[src/hdl/sms_pkg.sv]
package sms_pkg;

   localparam int unsigned MIN_REPLY_BYTES = 4;
   localparam int unsigned RX_LEN_W        = 5;
   localparam int unsigned CSR_INDEX_W     = 3;

   localparam logic [7:0] STATUS_INVALID_BIT = 8'h80;
   localparam logic [RX_LEN_W-1:0] MIN_REPLY_LEN = RX_LEN_W'(MIN_REPLY_BYTES);

   localparam logic [7:0] MEASURE_COMMAND_RST = 8'd170;
   localparam logic [7:0] BUSY_MASK_RST       = 8'd32;
   localparam logic [7:0] FAULT_MASK_RST      = 8'd7;
   localparam logic [7:0] POWERED_MASK_RST    = 8'd64;
   localparam logic [7:0] MODE_MASK_RST       = 8'd24;
   localparam logic [7:0] MODE_RESERVED_RST   = 8'd16;

   localparam logic [CSR_INDEX_W-1:0] REG_MEASURE_COMMAND = 3'd0;
   localparam logic [CSR_INDEX_W-1:0] REG_BUSY_MASK       = 3'd1;
   localparam logic [CSR_INDEX_W-1:0] REG_FAULT_MASK      = 3'd2;
   localparam logic [CSR_INDEX_W-1:0] REG_POWERED_MASK    = 3'd3;
   localparam logic [CSR_INDEX_W-1:0] REG_MODE_MASK       = 3'd4;
   localparam logic [CSR_INDEX_W-1:0] REG_MODE_RESERVED   = 3'd5;

   typedef enum logic [2:0] {
      CMD_DUE        = 3'd0,
      CMD_START      = 3'd1,
      CMD_EOC        = 3'd2,
      CMD_READ       = 3'd3,
      CMD_POLL       = 3'd4,
      CMD_COMPLETION = 3'd5,
      CMD_TIMEOUT    = 3'd6,
      CMD_TAKE       = 3'd7
   } cmd_type;

   typedef enum logic [3:0] {
      PH_IDLE     = 4'd0,
      PH_SLEEP    = 4'd1,
      PH_STARTING = 4'd2,
      PH_WAIT_EOC = 4'd3,
      PH_READING  = 4'd4,
      PH_POLLING  = 4'd5,
      PH_RECOVERY = 4'd6,
      PH_READY    = 4'd7,
      PH_TIMEOUT  = 4'd8
   } phase_type;

   typedef struct packed {
      logic [7:0] measure_command;
      logic [7:0] busy_mask;
      logic [7:0] fault_mask;
      logic [7:0] powered_mask;
      logic [7:0] mode_mask;
      logic [7:0] mode_reserved;
   } cfg_type;

   typedef struct packed {
      logic        ok;
      logic [3:0]  fsm_state;
      logic [7:0]  tx_command;
      logic        raw_ready_event;
      logic [7:0]  out_status;
      logic [23:0] out_raw;
      logic [31:0] out_sequence;
      logic [31:0] out_version;
      logic [63:0] out_sample_us;
      logic [63:0] out_completion_us;
      logic        out_usable;
      logic [31:0] error_total;
   } rsp_type;

   function automatic logic status_usable(input logic [7:0] status, input cfg_type cfg);
      logic [7:0] bad;
      bad = cfg.busy_mask | cfg.fault_mask;
      return ((status & STATUS_INVALID_BIT) == 8'd0) &&
             ((status & cfg.powered_mask) != 8'd0) &&
             ((status & bad) == 8'd0) &&
             ((status & cfg.mode_mask) != cfg.mode_reserved);
   endfunction

endpackage

[src/hdl/sms_channels.sv]
interface sms_req_if;
   logic        valid;
   logic        ready;
   logic [2:0]  cmd;
   logic [31:0] corr_id;
   logic [31:0] trans_id;
   logic        success;
   logic [7:0]  rx_status;
   logic [23:0] rx_raw;
   logic [4:0]  rx_len;
   logic [63:0] now_us;

   modport source (output valid, cmd, corr_id, trans_id, success, rx_status, rx_raw,
                   rx_len, now_us, input ready);
   modport sink (input valid, cmd, corr_id, trans_id, success, rx_status, rx_raw,
                 rx_len, now_us, output ready);
endinterface

interface sms_rsp_if;
   logic        valid;
   logic        ready;
   logic        ok;
   logic [3:0]  fsm_state;
   logic [7:0]  tx_command;
   logic        raw_ready_event;
   logic [7:0]  out_status;
   logic [23:0] out_raw;
   logic [31:0] out_sequence;
   logic [31:0] out_version;
   logic [63:0] out_sample_us;
   logic [63:0] out_completion_us;
   logic        out_usable;
   logic [31:0] error_total;

   modport source (output valid, ok, fsm_state, tx_command, raw_ready_event, out_status,
                   out_raw, out_sequence, out_version, out_sample_us, out_completion_us,
                   out_usable, error_total, input ready);
   modport sink (input valid, ok, fsm_state, tx_command, raw_ready_event, out_status,
                 out_raw, out_sequence, out_version, out_sample_us, out_completion_us,
                 out_usable, error_total, output ready);
endinterface

interface sms_csr_if;
   logic       valid;
   logic       ready;
   logic [2:0] index;
   logic [7:0] data;

   modport source (output valid, index, data, input ready);
   modport sink (input valid, index, data, output ready);
endinterface

[src/hdl/sms_csr.sv]
module sms_csr (
   input  logic             clock,
   input  logic             reset,
   sms_csr_if.sink          csr_ch,
   output sms_pkg::cfg_type cfg
);
   import sms_pkg::*;

   cfg_type cfg_ff;
   cfg_type cfg_in;

   assign csr_ch.ready = 1'b1;
   assign cfg          = cfg_ff;

   always_comb begin
      cfg_in = cfg_ff;
      if (csr_ch.valid) begin
         case (csr_ch.index)
            REG_MEASURE_COMMAND: cfg_in.measure_command = csr_ch.data;
            REG_BUSY_MASK:       cfg_in.busy_mask       = csr_ch.data;
            REG_FAULT_MASK:      cfg_in.fault_mask      = csr_ch.data;
            REG_POWERED_MASK:    cfg_in.powered_mask    = csr_ch.data;
            REG_MODE_MASK:       cfg_in.mode_mask       = csr_ch.data;
            REG_MODE_RESERVED:   cfg_in.mode_reserved   = csr_ch.data;
            default:             cfg_in                 = cfg_ff;
         endcase
      end
   end

   always_ff @(posedge clock) begin
      if (reset) begin
         cfg_ff.measure_command <= MEASURE_COMMAND_RST;
         cfg_ff.busy_mask       <= BUSY_MASK_RST;
         cfg_ff.fault_mask      <= FAULT_MASK_RST;
         cfg_ff.powered_mask    <= POWERED_MASK_RST;
         cfg_ff.mode_mask       <= MODE_MASK_RST;
         cfg_ff.mode_reserved   <= MODE_RESERVED_RST;
      end else begin
         cfg_ff <= cfg_in;
      end
   end

endmodule

[src/hdl/sensor_measurement_sequencer_core.sv]
// Channel   Direction  Handshake            Transaction
// req_ch    in         valid/ready          one sequencer event
// rsp_ch    out        valid/ready          one result per event
// csr_ch    in         valid/ready (ready=1) one register write
//
// One event per cycle while req_ch.ready is high; its result is registered.
// The state update and the result are one pass of logic between the event and the
// result register; a skid register takes one result while the output stalls.
// req_ch.ready is low only while the skid register holds a result.
// Synchronous active-high reset clears phase, the active correlation id, counters and the mailbox flag.
module sensor_measurement_sequencer_core (
   input logic     clock,
   input logic     reset,
   sms_req_if.sink req_ch,
   sms_rsp_if.source rsp_ch,
   sms_csr_if.sink csr_ch
);
   import sms_pkg::*;

   cfg_type cfg;

   sms_csr u_csr (
      .clock  (clock),
      .reset  (reset),
      .csr_ch (csr_ch),
      .cfg    (cfg)
   );

   phase_type   phase_ff, phase_in;
   logic [31:0] active_corr_ff, active_corr_in;
   logic [31:0] sequence_count_ff, sequence_count_in;
   logic [31:0] ready_count_ff, ready_count_in;
   logic [31:0] err_total_ff, err_total_in;
   logic [63:0] request_time_ff, request_time_in;
   logic        mbox_valid_ff, mbox_valid_in;
   logic        mbox_load;
   logic [7:0]  mbox_status_ff;
   logic [23:0] mbox_raw_ff;
   logic [31:0] mbox_sequence_ff;
   logic [31:0] mbox_version_ff;
   logic [63:0] mbox_sample_ff;
   logic [63:0] mbox_done_ff;
   logic        mbox_usable_ff;

   rsp_type     result;
   rsp_type     out_ff, out_in;
   rsp_type     skid_ff, skid_in;
   logic        out_valid_ff, out_valid_in;
   logic        skid_valid_ff, skid_valid_in;
   logic        req_fire;
   logic        out_free;

   assign req_ch.ready = !skid_valid_ff;
   assign req_fire     = req_ch.valid && !skid_valid_ff;
   assign out_free     = !out_valid_ff || rsp_ch.ready;

   always_comb begin
      phase_in          = phase_ff;
      active_corr_in    = active_corr_ff;
      sequence_count_in = sequence_count_ff;
      ready_count_in    = ready_count_ff;
      err_total_in      = err_total_ff;
      request_time_in   = request_time_ff;
      mbox_valid_in     = mbox_valid_ff;
      mbox_load         = 1'b0;
      result            = '0;

      case (cmd_type'(req_ch.cmd))
         CMD_DUE: begin
            if (phase_ff == PH_IDLE || phase_ff == PH_SLEEP) begin
               phase_in        = PH_STARTING;
               request_time_in = req_ch.now_us;
               mbox_valid_in   = 1'b0;
            end
         end
         CMD_START: begin
            if (phase_ff == PH_STARTING && req_ch.corr_id != 32'd0 &&
                req_ch.trans_id != 32'd0) begin
               active_corr_in    = req_ch.corr_id;
               sequence_count_in = sequence_count_ff + 32'd1;
               result.ok         = 1'b1;
               result.tx_command = cfg.measure_command;
            end
         end
         CMD_EOC: phase_in = PH_READING;
         CMD_READ: result.ok = (phase_ff == PH_READING || phase_ff == PH_POLLING);
         CMD_POLL: phase_in = PH_POLLING;
         CMD_COMPLETION: begin
            if (req_ch.corr_id != active_corr_ff) begin
               err_total_in = err_total_ff + 32'd1;
            end else if (!req_ch.success) begin
               err_total_in = err_total_ff + 32'd1;
               phase_in     = PH_RECOVERY;
            end else if (phase_ff == PH_STARTING) begin
               phase_in = PH_WAIT_EOC;
            end else if ((phase_ff != PH_READING && phase_ff != PH_POLLING) ||
                         req_ch.rx_len < MIN_REPLY_LEN) begin
               err_total_in = err_total_ff + 32'd1;
               phase_in     = PH_RECOVERY;
            end else if ((req_ch.rx_status & cfg.busy_mask) != 8'd0) begin
               phase_in = PH_POLLING;
            end else begin
               mbox_load              = 1'b1;
               mbox_valid_in          = 1'b1;
               ready_count_in         = ready_count_ff + 32'd1;
               phase_in               = PH_READY;
               result.raw_ready_event = 1'b1;
            end
         end
         CMD_TIMEOUT: begin
            mbox_valid_in = 1'b0;
            phase_in      = PH_TIMEOUT;
         end
         CMD_TAKE: begin
            if (mbox_valid_ff) begin
               result.ok                = 1'b1;
               result.out_status        = mbox_status_ff;
               result.out_raw           = mbox_raw_ff;
               result.out_sequence      = mbox_sequence_ff;
               result.out_version       = mbox_version_ff;
               result.out_sample_us     = mbox_sample_ff;
               result.out_completion_us = mbox_done_ff;
               result.out_usable        = mbox_usable_ff;
               mbox_valid_in            = 1'b0;
               phase_in                 = PH_IDLE;
            end
         end
         default: phase_in = phase_ff;
      endcase

      result.fsm_state   = 4'(phase_in);
      result.error_total = err_total_in;
   end

   always_comb begin
      out_in        = out_ff;
      out_valid_in  = out_valid_ff;
      skid_in       = skid_ff;
      skid_valid_in = skid_valid_ff;
      if (out_free) begin
         if (skid_valid_ff) begin
            out_in        = skid_ff;
            out_valid_in  = 1'b1;
            skid_valid_in = 1'b0;
         end else begin
            out_in       = result;
            out_valid_in = req_fire;
         end
      end else if (req_fire) begin
         skid_in       = result;
         skid_valid_in = 1'b1;
      end
   end

   always_ff @(posedge clock) begin
      if (reset) begin
         phase_ff          <= PH_IDLE;
         active_corr_ff    <= '0;
         sequence_count_ff <= '0;
         ready_count_ff    <= '0;
         err_total_ff      <= '0;
         request_time_ff   <= '0;
         mbox_valid_ff     <= 1'b0;
         out_valid_ff      <= 1'b0;
         skid_valid_ff     <= 1'b0;
      end else begin
         if (req_fire) begin
            phase_ff          <= phase_in;
            active_corr_ff    <= active_corr_in;
            sequence_count_ff <= sequence_count_in;
            ready_count_ff    <= ready_count_in;
            err_total_ff      <= err_total_in;
            request_time_ff   <= request_time_in;
            mbox_valid_ff     <= mbox_valid_in;
         end
         out_valid_ff  <= out_valid_in;
         skid_valid_ff <= skid_valid_in;
      end
   end

   always_ff @(posedge clock) begin
      out_ff  <= out_in;
      skid_ff <= skid_in;
      if (req_fire && mbox_load) begin
         mbox_status_ff   <= req_ch.rx_status;
         mbox_raw_ff      <= req_ch.rx_raw;
         mbox_sequence_ff <= sequence_count_ff;
         mbox_version_ff  <= ready_count_ff + 32'd1;
         mbox_sample_ff   <= request_time_ff;
         mbox_done_ff     <= req_ch.now_us;
         mbox_usable_ff   <= status_usable(req_ch.rx_status, cfg);
      end
   end

   assign rsp_ch.valid             = out_valid_ff;
   assign rsp_ch.ok                = out_ff.ok;
   assign rsp_ch.fsm_state         = out_ff.fsm_state;
   assign rsp_ch.tx_command        = out_ff.tx_command;
   assign rsp_ch.raw_ready_event   = out_ff.raw_ready_event;
   assign rsp_ch.out_status        = out_ff.out_status;
   assign rsp_ch.out_raw           = out_ff.out_raw;
   assign rsp_ch.out_sequence      = out_ff.out_sequence;
   assign rsp_ch.out_version       = out_ff.out_version;
   assign rsp_ch.out_sample_us     = out_ff.out_sample_us;
   assign rsp_ch.out_completion_us = out_ff.out_completion_us;
   assign rsp_ch.out_usable        = out_ff.out_usable;
   assign rsp_ch.error_total       = out_ff.error_total;

`ifndef SYNTHESIS
   a_skid_behind_out: assert property (@(posedge clock) disable iff (reset)
      skid_valid_ff |-> out_valid_ff)
      else $error("skid register holds a transaction while output is empty");

   a_err_idle_stable: assert property (@(posedge clock) disable iff (reset)
      !req_fire |=> $stable(err_total_ff))
      else $error("error count moved without an accepted transaction");

   a_err_step: assert property (@(posedge clock) disable iff (reset)
      req_fire |=> (err_total_ff == $past(err_total_ff)) ||
                   (err_total_ff == $past(err_total_ff) + 32'd1))
      else $error("error count stepped by more than one");

   a_ready_event_phase: assert property (@(posedge clock) disable iff (reset)
      (out_valid_ff && out_ff.raw_ready_event) |-> (out_ff.fsm_state == 4'(PH_READY)))
      else $error("sample latched without entering ready");
`endif

endmodule

[src/flat_wrapper.sv]
// flat-port wrapper written by rule: the top's interface ports become plain ports
module sensor_measurement_sequencer_core_flat import sms_pkg::*;
  (clock, reset, req_ch_valid, req_ch_cmd, req_ch_corr_id, req_ch_trans_id, req_ch_success, req_ch_rx_status, req_ch_rx_raw, req_ch_rx_len, req_ch_now_us, req_ch_ready, rsp_ch_valid, rsp_ch_ok, rsp_ch_fsm_state, rsp_ch_tx_command, rsp_ch_raw_ready_event, rsp_ch_out_status, rsp_ch_out_raw, rsp_ch_out_sequence, rsp_ch_out_version, rsp_ch_out_sample_us, rsp_ch_out_completion_us, rsp_ch_out_usable, rsp_ch_error_total, rsp_ch_ready, csr_ch_valid, csr_ch_index, csr_ch_data, csr_ch_ready);
  sms_req_if req_ch_i ();
  sms_rsp_if rsp_ch_i ();
  sms_csr_if csr_ch_i ();
  input logic clock;
  input logic reset;
  input wire logic [$bits(req_ch_i.valid)-1:0] req_ch_valid;
  input wire logic [$bits(req_ch_i.cmd)-1:0] req_ch_cmd;
  input wire logic [$bits(req_ch_i.corr_id)-1:0] req_ch_corr_id;
  input wire logic [$bits(req_ch_i.trans_id)-1:0] req_ch_trans_id;
  input wire logic [$bits(req_ch_i.success)-1:0] req_ch_success;
  input wire logic [$bits(req_ch_i.rx_status)-1:0] req_ch_rx_status;
  input wire logic [$bits(req_ch_i.rx_raw)-1:0] req_ch_rx_raw;
  input wire logic [$bits(req_ch_i.rx_len)-1:0] req_ch_rx_len;
  input wire logic [$bits(req_ch_i.now_us)-1:0] req_ch_now_us;
  output wire logic [$bits(req_ch_i.ready)-1:0] req_ch_ready;
  output wire logic [$bits(rsp_ch_i.valid)-1:0] rsp_ch_valid;
  output wire logic [$bits(rsp_ch_i.ok)-1:0] rsp_ch_ok;
  output wire logic [$bits(rsp_ch_i.fsm_state)-1:0] rsp_ch_fsm_state;
  output wire logic [$bits(rsp_ch_i.tx_command)-1:0] rsp_ch_tx_command;
  output wire logic [$bits(rsp_ch_i.raw_ready_event)-1:0] rsp_ch_raw_ready_event;
  output wire logic [$bits(rsp_ch_i.out_status)-1:0] rsp_ch_out_status;
  output wire logic [$bits(rsp_ch_i.out_raw)-1:0] rsp_ch_out_raw;
  output wire logic [$bits(rsp_ch_i.out_sequence)-1:0] rsp_ch_out_sequence;
  output wire logic [$bits(rsp_ch_i.out_version)-1:0] rsp_ch_out_version;
  output wire logic [$bits(rsp_ch_i.out_sample_us)-1:0] rsp_ch_out_sample_us;
  output wire logic [$bits(rsp_ch_i.out_completion_us)-1:0] rsp_ch_out_completion_us;
  output wire logic [$bits(rsp_ch_i.out_usable)-1:0] rsp_ch_out_usable;
  output wire logic [$bits(rsp_ch_i.error_total)-1:0] rsp_ch_error_total;
  input wire logic [$bits(rsp_ch_i.ready)-1:0] rsp_ch_ready;
  input wire logic [$bits(csr_ch_i.valid)-1:0] csr_ch_valid;
  input wire logic [$bits(csr_ch_i.index)-1:0] csr_ch_index;
  input wire logic [$bits(csr_ch_i.data)-1:0] csr_ch_data;
  output wire logic [$bits(csr_ch_i.ready)-1:0] csr_ch_ready;
  assign req_ch_i.valid = req_ch_valid;
  assign req_ch_i.cmd = req_ch_cmd;
  assign req_ch_i.corr_id = req_ch_corr_id;
  assign req_ch_i.trans_id = req_ch_trans_id;
  assign req_ch_i.success = req_ch_success;
  assign req_ch_i.rx_status = req_ch_rx_status;
  assign req_ch_i.rx_raw = req_ch_rx_raw;
  assign req_ch_i.rx_len = req_ch_rx_len;
  assign req_ch_i.now_us = req_ch_now_us;
  assign req_ch_ready = req_ch_i.ready;
  assign rsp_ch_valid = rsp_ch_i.valid;
  assign rsp_ch_ok = rsp_ch_i.ok;
  assign rsp_ch_fsm_state = rsp_ch_i.fsm_state;
  assign rsp_ch_tx_command = rsp_ch_i.tx_command;
  assign rsp_ch_raw_ready_event = rsp_ch_i.raw_ready_event;
  assign rsp_ch_out_status = rsp_ch_i.out_status;
  assign rsp_ch_out_raw = rsp_ch_i.out_raw;
  assign rsp_ch_out_sequence = rsp_ch_i.out_sequence;
  assign rsp_ch_out_version = rsp_ch_i.out_version;
  assign rsp_ch_out_sample_us = rsp_ch_i.out_sample_us;
  assign rsp_ch_out_completion_us = rsp_ch_i.out_completion_us;
  assign rsp_ch_out_usable = rsp_ch_i.out_usable;
  assign rsp_ch_error_total = rsp_ch_i.error_total;
  assign rsp_ch_i.ready = rsp_ch_ready;
  assign csr_ch_i.valid = csr_ch_valid;
  assign csr_ch_i.index = csr_ch_index;
  assign csr_ch_i.data = csr_ch_data;
  assign csr_ch_ready = csr_ch_i.ready;
  sensor_measurement_sequencer_core u_core (.clock(clock), .reset(reset), .req_ch(req_ch_i), .rsp_ch(rsp_ch_i), .csr_ch(csr_ch_i));
endmodule
[config.mk]
export PLATFORM = sky130hd
export DESIGN_NAME = sensor_measurement_sequencer_core_flat
export DESIGN_NICKNAME = d
export VERILOG_FILES = /design/src/hdl/sms_pkg.sv /design/src/hdl/sms_channels.sv /design/src/hdl/sms_csr.sv /design/src/hdl/sensor_measurement_sequencer_core.sv /design/src/flat_wrapper.sv
export SDC_FILE = /design/constraint.sdc
export NUM_CORES = 1
export LEC_CHECK = 0
export BUFFER_PORTS_ARGS = -buffer_cell sky130_fd_sc_hd__buf_2
export CAP_MARGIN = 25
export CORE_MARGIN = 4
export CORE_UTILIZATION = 55
export DETAILED_ROUTE_END_ITERATION = 6
export PLACE_DENSITY = 0.84
export REMOVE_ABC_BUFFERS = 1
export SLEW_MARGIN = 15
export SYNTH_ARGS = -nofsm -noshare
export SYNTH_HDL_FRONTEND = slang
export SYNTH_SLANG_ARGS = --single-unit
[constraint.sdc]
create_clock -name clock -period 46.6 [get_ports clock]
set_input_delay 6.99 -clock clock [delete_from_list [all_inputs] [get_ports clock]]
set_output_delay 6.99 -clock clock [all_outputs]
set_load 0.01 [all_outputs]
### Word level (Yosys, flattened, before mapping)

Cells that the tools add are included.

| word-level totals | value |
|---|---|
| register bits after elaboration | 1,014 |
| latch bits | 0 |
| memory bits (writable) | 0 |
| bits in read-only memories | 0 |
| memories | 0 |

| operators by class | value |
|---|---|
| add/subtract/negate cells | 3 |
| multipliers | 0 |
| divide/modulo/power cells | 0 |
| $lt $le $gt $ge | 1 |
| equal/unequal tests | 26 |
| shift-type cells | 0 |
| mux-type cells | 35 |
| bitwise operators | 10 |
| reductions and logical operators | 37 |

Operator list:

| operator | number |
|---|---|
| $mux W225 | 2 |
| $mux W271 | 1 |
| $mux W32 | 5 |
| $add A32 B1 Y32 const B | 3 |
| $reduce_bool A32 Y1 | 2 |
| $and A8 B8 Y8 | 4 |
| $ne A32 B32 Y1 | 1 |
| $pmux W4 S6 | 1 |
| $mux W4 | 5 |
| $eq A3 B3 Y1 const B | 6 |
| $logic_not A8 Y1 | 2 |
| $mux W8 | 2 |
| $reduce_bool A8 Y1 | 2 |
| $mux W1 | 15 |
| $reduce_and A2 Y1 | 7 |
| $eq A3 B2 Y1 const B | 4 |
| $ne A2 B2 Y1 const B | 5 |
| $eq A4 B3 Y1 const B | 2 |
| $logic_and A1 B1 Y1 | 8 |
| $ne A4 B3 Y1 const B | 2 |
| $ne A8 B8 Y1 | 1 |
| $or A8 B8 Y8 | 1 |
| $reduce_and A8 Y1 | 1 |
| $reduce_and A7 Y1 | 1 |
| 15 further kinds | 29 |

### Longest topological paths before layout

Gate-level depths: netlist of the first run.

| logic depth | value |
|---|---|
| word-level depth | 9 |
| gate-level depth with buffers | 9 |
| depth with buffers taken out | 7 |

### Hierarchy

A second synthesis of the first run with hierarchy kept.

| second synthesis, totals | value |
|---|---|
| cell total of the unflattened synthesis | 2,905 |
| area, all modules | 40,213.6 um2 |

Modules (own cells, without submodules):

| module | times used | cells an instance | area each (um2) |
|---|---|---|---|
| sensor_measurement_sequencer_core | 1 | 2,720 | 38,241.7 |
| sms_csr | 1 | 185 | 1,971.9 |

### Worst setup path after synthesis of the first run

Ideal clock, no wire load.

| path | value |
|---|---|
| kind | input to register |
| start point | input rsp_ch_ready |
| end point | register u_core.skid_ff[0] (netlist bit), enable pin |
| setup time | 3.535 ns |
| arrival | 36.141 ns |
| path slack | 6.924 ns |
| stages on the path | 2 |
| path buffers | 0 |
| cell sequence | nand2b_1 nor2_1 |

| between the ends | value |
|---|---|
| word-level cells in the longest chain between the ends | 3 |

RTL lines:

| what | line | RTL |
|---|---|---|
| from (decl) | flat_wrapper.sv:32 | `input wire logic [$bits(rsp_ch_i.ready)-1:0] rsp_ch_ready;` |
| $logic_or A1 B1 Y1 | sensor_measurement_sequencer_core.sv:55 | `assign out_free = !out_valid_ff \|\| rsp_ch.ready;` |
| $not A1 Y1 (no source line) | n/a |  |
| $reduce_and A2 Y1 (no source line) | n/a |  |
| to (signal assigned) | sensor_measurement_sequencer_core.sv:183 | `skid_ff <= skid_in;` |
| to (decl) | sensor_measurement_sequencer_core.sv:47 | `rsp_type skid_ff, skid_in;` |

Every way passes these cells.
A chain may end at the register's enable or synchronous reset.

### Worst setup path after layout of the first run

| path | value |
|---|---|
| start point | input req_ch_corr_id[27] |
| end point | register u_core.mbox_sample_ff[49], enable pin |

| between the ends | value |
|---|---|
| word-level cells in the longest chain between the ends | 4 |

RTL lines:

| what | line | RTL |
|---|---|---|
| from (decl) | flat_wrapper.sv:11 | `input wire logic [$bits(req_ch_i.corr_id)-1:0] req_ch_corr_id;` |
| $ne A32 B32 Y1 | sensor_measurement_sequencer_core.sv:89 | `if (req_ch.corr_id != active_corr_ff) begin` |
| $mux W1 | sensor_measurement_sequencer_core.sv:89 |  |
| $mux W1 | sensor_measurement_sequencer_core.sv:68 | `case (cmd_type'(req_ch.cmd))` |
| $logic_and A1 B1 Y1 | sensor_measurement_sequencer_core.sv:184 | `if (req_fire && mbox_load) begin` |
| to (signal assigned) | sensor_measurement_sequencer_core.sv:189 | `mbox_sample_ff <= request_time_ff;` |
| to (decl) | sensor_measurement_sequencer_core.sv:41 | `logic [63:0] mbox_sample_ff;` |

Every way passes these cells.

==> run_results.csv, run 1 <==
group,metric,value,unit
status,status,"finished, final reports clean",
worst_hold_path,hold_start,"u_core.request_time_ff[56]",
worst_setup_path,critical_path.slowest_cell,"buf_4",
power_and_ir_drop,p_sw,395.4,uW
detailed_routing,drc,0,
detailed_routing,first_pass_iters,5,
layout,utilization,64.85,%
layout,num-fill-cells,4919,
worst_setup_path,startpoint,"req_ch_corr_id[27]",
worst_setup_path,endpoint,"u_core.mbox_sample_ff[49]",
floorplanning,io_pins,459,
logic_synthesis,synth_seq_area_share,70.15,%
place,pre_cts_slack,35050,ps
logic_synthesis,synth_cell_types,73,
detailed_routing,drt-wirelength-per-cell,20.38,um
clock_network,cts_buffer_depth,3,
worst_setup_path,reg2reg_to,"u_core.mbox_sample_ff[49]",
logic_synthesis,synth_edf_count,767,
logic_synthesis,ys.flop_type,"edfxtp_1",
floorplanning,initial_core_util,55.62,%
power_and_ir_drop,p_clk_share,44.2,%
timing,max-slew-margin-rel,25.79,%
worst_setup_path,regToRegSetupSlack,41810,ps
clock_network,clockRootBuffer,"clkbuf_16",
timing,min_period_over_period,23.48,%
power_and_ir_drop,pwr-share-seq,52.3,%
power_and_ir_drop,p_int,1.496,mW
timing,period_needed,10940,ps
clock_network,cts_tree,"done",
timing,final-hold-violation-count,0,
worst_setup_path,r2r_cells,8,
timing,worst_pin_slew,1113,ps
clock_network,insertion_delay,660,ps
layout,final_common_cell,"edfxtp_1",
global_route,grt_max_degree,226,
logic_synthesis,yosys_warnings,0,
logic_synthesis,avgSynthCellArea,13.73,um2
global_route,grt_overflow_total,0,
worst_setup_path,cp_data_arrival_time,11200,ps
clock_network,cts-htree-levels,3,
clock_network,cts_buffers,99,
worst_setup_path,critPathLaunchType,"input port",
floorplanning,die_h,277.1,um
detailed_routing,vias,24950,
logic_synthesis,postSynthCellCount,2900,
clock_network,clkTransAtPathRegs,60,ps
clock_network,postCtsResizedCells,0,
global_route,antenna_found_initial,5,
worst_hold_path,hold-path-cell-count,0,
clock_network,clock_sinks,1012,
timing,tns,0,ps
logic_synthesis,netlist_area,0.03983,mm2
timing,slew_viol_final,0,
global_route,grt_pass1_wl,138.3,mm
worst_setup_path,crit_buf_inv,4,
floorplanning,coreArea,0.07161,mm2
clock_network,cts_setup_buffers,0,
layout,final_cells,4362,
layout,layout-drive-gt1-share,27.24,%
place,numPortBuffers,455,
worst_setup_path,crit_fanout,135,
worst_setup_path,crit_chain,"buf_2 > xor2_1 > nor4_1 > and4_2 > nand4_1 > buf_4 > nor2_4 > buf_12 > buf_4",
detailed_routing,first_iter_violations,2242,
flow_run,cap_viol_max_count,0,
worst_setup_path,crit_family,"buffers and inverters",
detailed_routing,routed_wl,88.89,mm
power_and_ir_drop,p_leak,17.79,nW
floorplanning,die_area,0.07678,mm2
detailed_routing,avgViaCountPerCell,5.721,
worst_setup_path,worst_setup_path_end_kind,"register",
floorplanning,rows,98,
timing,layout_setup_ws,35660,ps
power_and_ir_drop,pwr_density_cell,40.73,mW/mm2
place,placed_cells,4173,
timing,rsz0062_at_grt,"false",
logic_synthesis,ys_async_sr_fraction,0,%
worst_setup_path,crit_type,"input port to register",
layout,layout_common_cells,"edfxtp_1 (767), buf_2 (454), nand2_1 (367)",
floorplanning,fp.dieW,277.1,um
global_route,first_global_vias,24730,
global_route,grt_use_total,22.43,%
worst_setup_path,r2r_start,"u_core.active_corr_ff[26]",
power_and_ir_drop,vdd_drop_max,0.00003108,V
logic_synthesis,synth-seq-cells,1012,
worst_setup_path,crit_top_cell,"buf_4",
worst_setup_path,cp_data_required_time,46860,ps
power_and_ir_drop,power_frac_comb,3.5,%
power_and_ir_drop,report.power.total,1.892,mW
timing,skew,35.54,ps
layout,area_growth_syn_to_layout,16.61,%
worst_hold_path,hp-class,"register to register",
layout,nNetsFinal,3513,
detailed_routing,ant_nets,0,
place,detailed_place_hpwl,53.85,mm
clock_network,ctsHoldBuffers,0,
place,gp_congestion,0.8427,
timing,setup_viol_count_final,0,
worst_setup_path,cp.depth,9,
power_and_ir_drop,swShare,20.90,%
worst_setup_path,critPathMaxStageDelay,880,ps
timing,max_freq,0.09139,GHz
## cell type report
type                            instances  area, um2  area share (%)
Antenna cell                            1      2.502        0.005388
Clock buffer                          134       2790           6.008
Clock inverter                         53      699.4           1.506
Inverter                               15      63.81          0.1374
Multi-Input combinational cell       1713      11190           24.09
Sequential cell                      1012      27940           60.16
Tap cell                              950       1189           2.559
Timing Repair Buffer                  484       2574           5.542
## power groups by stage
| stage | clock network (mW) | registers, mW | logic, mW |
|---|---|---|---|
| floorplan | 0 | 1.02 | 0.0208 |
| global placement | 0 | 1.01 | 0.0655 |
| detailed placement | 0 | 1.01 | 0.0665 |
| CTS | 0.851 | 0.989 | 0.0670 |
| global route | 0.891 | 0.990 | 0.0716 |
| finish | 0.836 | 0.989 | 0.0666 |
## how the worst min path moves through the flow
stage	end	slack [ps]
detailed placement	u_core.mbox_sample_ff[29]	410
CTS	u_core.mbox_sample_ff[56]	410
finish	u_core.mbox_sample_ff[56]	420
global route	u_core.mbox_sample_ff[56]	430
global placement	u_core.mbox_sample_ff[40]	410
floorplan	u_core.mbox_sample_ff[0]	410
## Yosys cell counts, drive strengths merged (3+ instances only)
library cell,instances,area (um2)
xor2,42,367.9
o21ai,53,265.3
inv,15,56.30
clkbuf,145,595.6
o21a,7,52.55
a21oi,222,1111
ha,3,37.54
or2,13,81.33
or4,64,484.2
a22oi,6,45.04
o31a,7,62.56
buf,14,87.58
xnor2,44,385.4
a31oi,25,156.4
nor2,53,198.9
nor4,37,231.5
mux2i,8,80.08
nor3,13,65.06
and3,21,131.4
o311ai,3,26.28
nand2,368,1381
edfxtp,767,23030
nand2b,3,18.77
nand4,33,221.5
and4,15,138.9
dfxtp,245,4905
o211ai,4,30.03
o31ai,62,465.5
o211a,3,30.03
mux2,246,2770
and2,236,1480
or3,48,301.5
nand3,44,220.2
## cells by family (layout without fill, tap and decap cells)
family,after synthesis,count (layout),share of synthesized area (%)
xor gates and xnor gates,86,86,1.891
buffers and inverters,175,686,1.938
muxes,254,254,7.157
DFF,1012,1012,70.15
AOI/OAI and AO/OA,412,412,6.092
other,1,2,0.009416
and+or+nand+nor,957,957,12.67
adders and majority gates,3,3,0.09426
## through the flow
step                      hold WS [ps]  cell area, um2
after floorplan                  408.1           39110
final                            415.9           46440
after global placement           410.6           42920
after CTS                        413.5           46410
after detailed placement         414.6           42920
after global routing             427.9           46440
## registers in the layout, indices dropped and copies added (netlist names), 46 cells and up
name and count:
u_core.mbox_done_ff 64, u_core.mbox_sample_ff 64, u_core.request_time_ff 64, u_core.rsp_ch.out_completion_us 64
u_core.rsp_ch.out_sample_us 64, u_core.skid_ff 271, u_core.u_csr.cfg 46
## metal layers
layer | routed length, um | global-route usage (%)
met1 | 36400 | 29.84
met2 | 43520 | 37.49
met3 | 6770 | 5.075
met4 | 2159 | 6.323
met5 | 45 | 0
Note: power is estimated with default switching activity, not from simulation.
==> run 2: changes to the inputs <==
clock period = 11.3 ns   (was 46.6 ns; I/O delays follow)
==> run_results.csv, run 2 (synthesis gave the netlist of run 1 again) <==
group,metric,value,unit
timing,min_period_over_period,44.42,%
worst_setup_path,cp_data_arrival_time,5270,ps
floorplanning,io_pins,459,
clock_network,clockRootBuffer,"clkbuf_16",
worst_setup_path,crit_fanout,163,
floorplanning,coreArea,0.07161,mm2
detailed_routing,first_iter_violations,2073,
detailed_routing,vias,25040,
global_route,grt_max_degree,164,
worst_setup_path,crit_chain,"buf_2 > xor2_1 > nor4_1 > and4_2 > nand4_1 > buf_4 > nor2_4 > buf_12 > buf_4",
detailed_routing,routed_wl,90.14,mm
timing,final-hold-violation-count,0,
layout,area_growth_syn_to_layout,16.07,%
clock_network,ctsHoldBuffers,0,
clock_network,postCtsResizedCells,0,
clock_network,cts_buffers,98,
worst_setup_path,critPathLaunchType,"input port",
flow_run,cap_viol_max_count,0,
clock_network,clkTransAtPathRegs,60,ps
timing,max-slew-margin-rel,24.64,%
detailed_routing,wl_met3,7.012,mm
layout,num-fill-cells,4983,
detailed_routing,met2_length,44.52,mm
worst_hold_path,hp-class,"register to register",
floorplanning,die_h,277.1,um
worst_setup_path,critPathMaxStageDelay,820,ps
global_route,first_global_vias,24680,
place,pre_cts_slack,5545,ps
detailed_routing,avgViaCountPerCell,5.740,
global_route,grt_use_total,22.92,%
layout,largest_register_ff_count,271,
timing,tns,0,ps
timing,period_needed,5020,ps
timing,layout_setup_ws,6280,ps
worst_setup_path,critical_path.slowest_cell,"buf_4",
power_and_ir_drop,vdd_drop_max,0.0001564,V
worst_setup_path,crit_buf_inv,4,
place,numPortBuffers,455,
place,gp_congestion,0.8805,
layout,layout-drive-gt1-share,27.07,%
worst_setup_path,reg2reg_to,"u_core.mbox_sequence_ff[24]",
timing,rsz0062_at_grt,"false",
layout,largest_register,"u_core.skid_ff",
worst_setup_path,endpoint,"u_core.mbox_sequence_ff[24]",
detailed_routing,first_pass_iters,6,
detailed_routing,ant_nets,0,
detailed_routing,drt-wirelength-per-cell,20.66,um
timing,max_freq,0.1992,GHz
timing,slew_viol_final,0,
floorplanning,fp.dieW,277.1,um
worst_setup_path,cp.depth,9,
worst_setup_path,startpoint,"req_ch_corr_id[11]",
worst_setup_path,regToRegSetupSlack,7110,ps
floorplanning,initial_core_util,55.62,%
layout,layout_common_cells,"edfxtp_1 (767), buf_2 (454), nand2_1 (367)",
worst_setup_path,crit_type,"input port to register",
global_route,grt_pass1_wl,140.5,mm
timing,setup_viol_count_final,0,
timing,skew,27.47,ps
worst_setup_path,crit_top_cell,"buf_4",
clock_network,cts-htree-levels,3,
power_and_ir_drop,p_leak,17.69,nW
detailed_routing,drc,0,
global_route,antenna_found_initial,8,
floorplanning,rows,98,
place,detailed_place_hpwl,54.67,mm
clock_network,clock_sinks,1012,
worst_setup_path,worst_setup_path_end_kind,"register",
clock_network,cts_tree,"done",
worst_setup_path,r2r_start,"u_core.phase_ff[2]",
global_route,grt_overflow_total,0,
power_and_ir_drop,pwr_density_cell,165.3,mW/mm2
layout,nNetsFinal,3515,
worst_setup_path,r2r_cells,8,
layout,final_common_cell,"edfxtp_1",
timing,worst_pin_slew,1130,ps
clock_network,cts_setup_buffers,0,
clock_network,insertion_delay,650,ps
worst_setup_path,crit_family,"buffers and inverters",
detailed_routing,wl_met1,36.05,mm
detailed_routing,highest_layer,"met5",
floorplanning,die_area,0.07678,mm2
status,status,"finished, final reports clean",
clock_network,cts_buffer_depth,3,
worst_setup_path,cp_data_required_time,11550,ps
-- run 2: cell count changes in the layout (fill, tap and decap cells not counted), sizes merged --
cell	previous run	this run
clkbuf	135	142
diode	1	3
clkinv	35	28
bufinv	12	6
buf	483	486
inv	17	19
-- run 2: how the worst min path moves through the flow --
stage | depth (start not counted) | slack, ps | to | from
floorplan | 0 | 410 | u_core.mbox_sample_ff[0] | u_core.request_time_ff[0]
global placement | 0 | 410 | u_core.mbox_sample_ff[40] | u_core.request_time_ff[40]
detailed placement | 0 | 410 | u_core.mbox_sample_ff[26] | u_core.request_time_ff[26]
CTS | 0 | 430 | u_core.mbox_sample_ff[26] | u_core.request_time_ff[26]
global route | 0 | 430 | u_core.mbox_sample_ff[26] | u_core.request_time_ff[26]
finish | 0 | 420 | u_core.mbox_sample_ff[26] | u_core.request_time_ff[26]
-- run 2: area by class of cell --
type,instances,area [um2],share of cell area (%)
timing repair buffer,487,2559,5.535
inverter,15,63.81,0.1380
antenna,3,7.507,0.01624
multi-input combinational,1713,11190,24.20
tap,950,1189,2.571
sequential,1012,27940,60.44
clock buffer,141,2805,6.068
clock inverter,42,479.2,1.037
-- run 2: worst register-to-register path, cell delays in order, from the launching register on --
cell and delay, ps:
dfxtp_1 490, nor3b_1 530, o311ai_0 330, nor2_1 290, nand4_1 150, buf_4 340, nor2_4 210, buf_12 570
buf_4 860
-- run 2: through the flow --
stage,utilization (%),hold slack [ps],total power [mW],cells,area (um2)
finish,64.55,423.1,7.639,4363,46230
global route,64.55,426.4,7.902,4362,46220
CTS,64.50,426.5,7.711,4359,46190
detailed placement,59.92,414.6,4.432,4176,42910
global placement,59.92,410.6,4.425,4176,42910
floorplan,-,408.1,4.295,2740,39110
-- run 2: where the power goes --
group,switching [mW],internal [mW]
logic,0.182,0.0920
clock network,1.40,1.88
registers,0.0278,4.05
-- run 2: routing by layer --
| layer | up-vias | global-route usage, % |
|---|---|---|
| met1 | 12250 | 29.98 |
| met2 | 981 | 38.70 |
| met4 | 12 | 7.067 |
| li1 | 11630 | - |
| met5 | - | 0 |
| met3 | 175 | 4.965 |
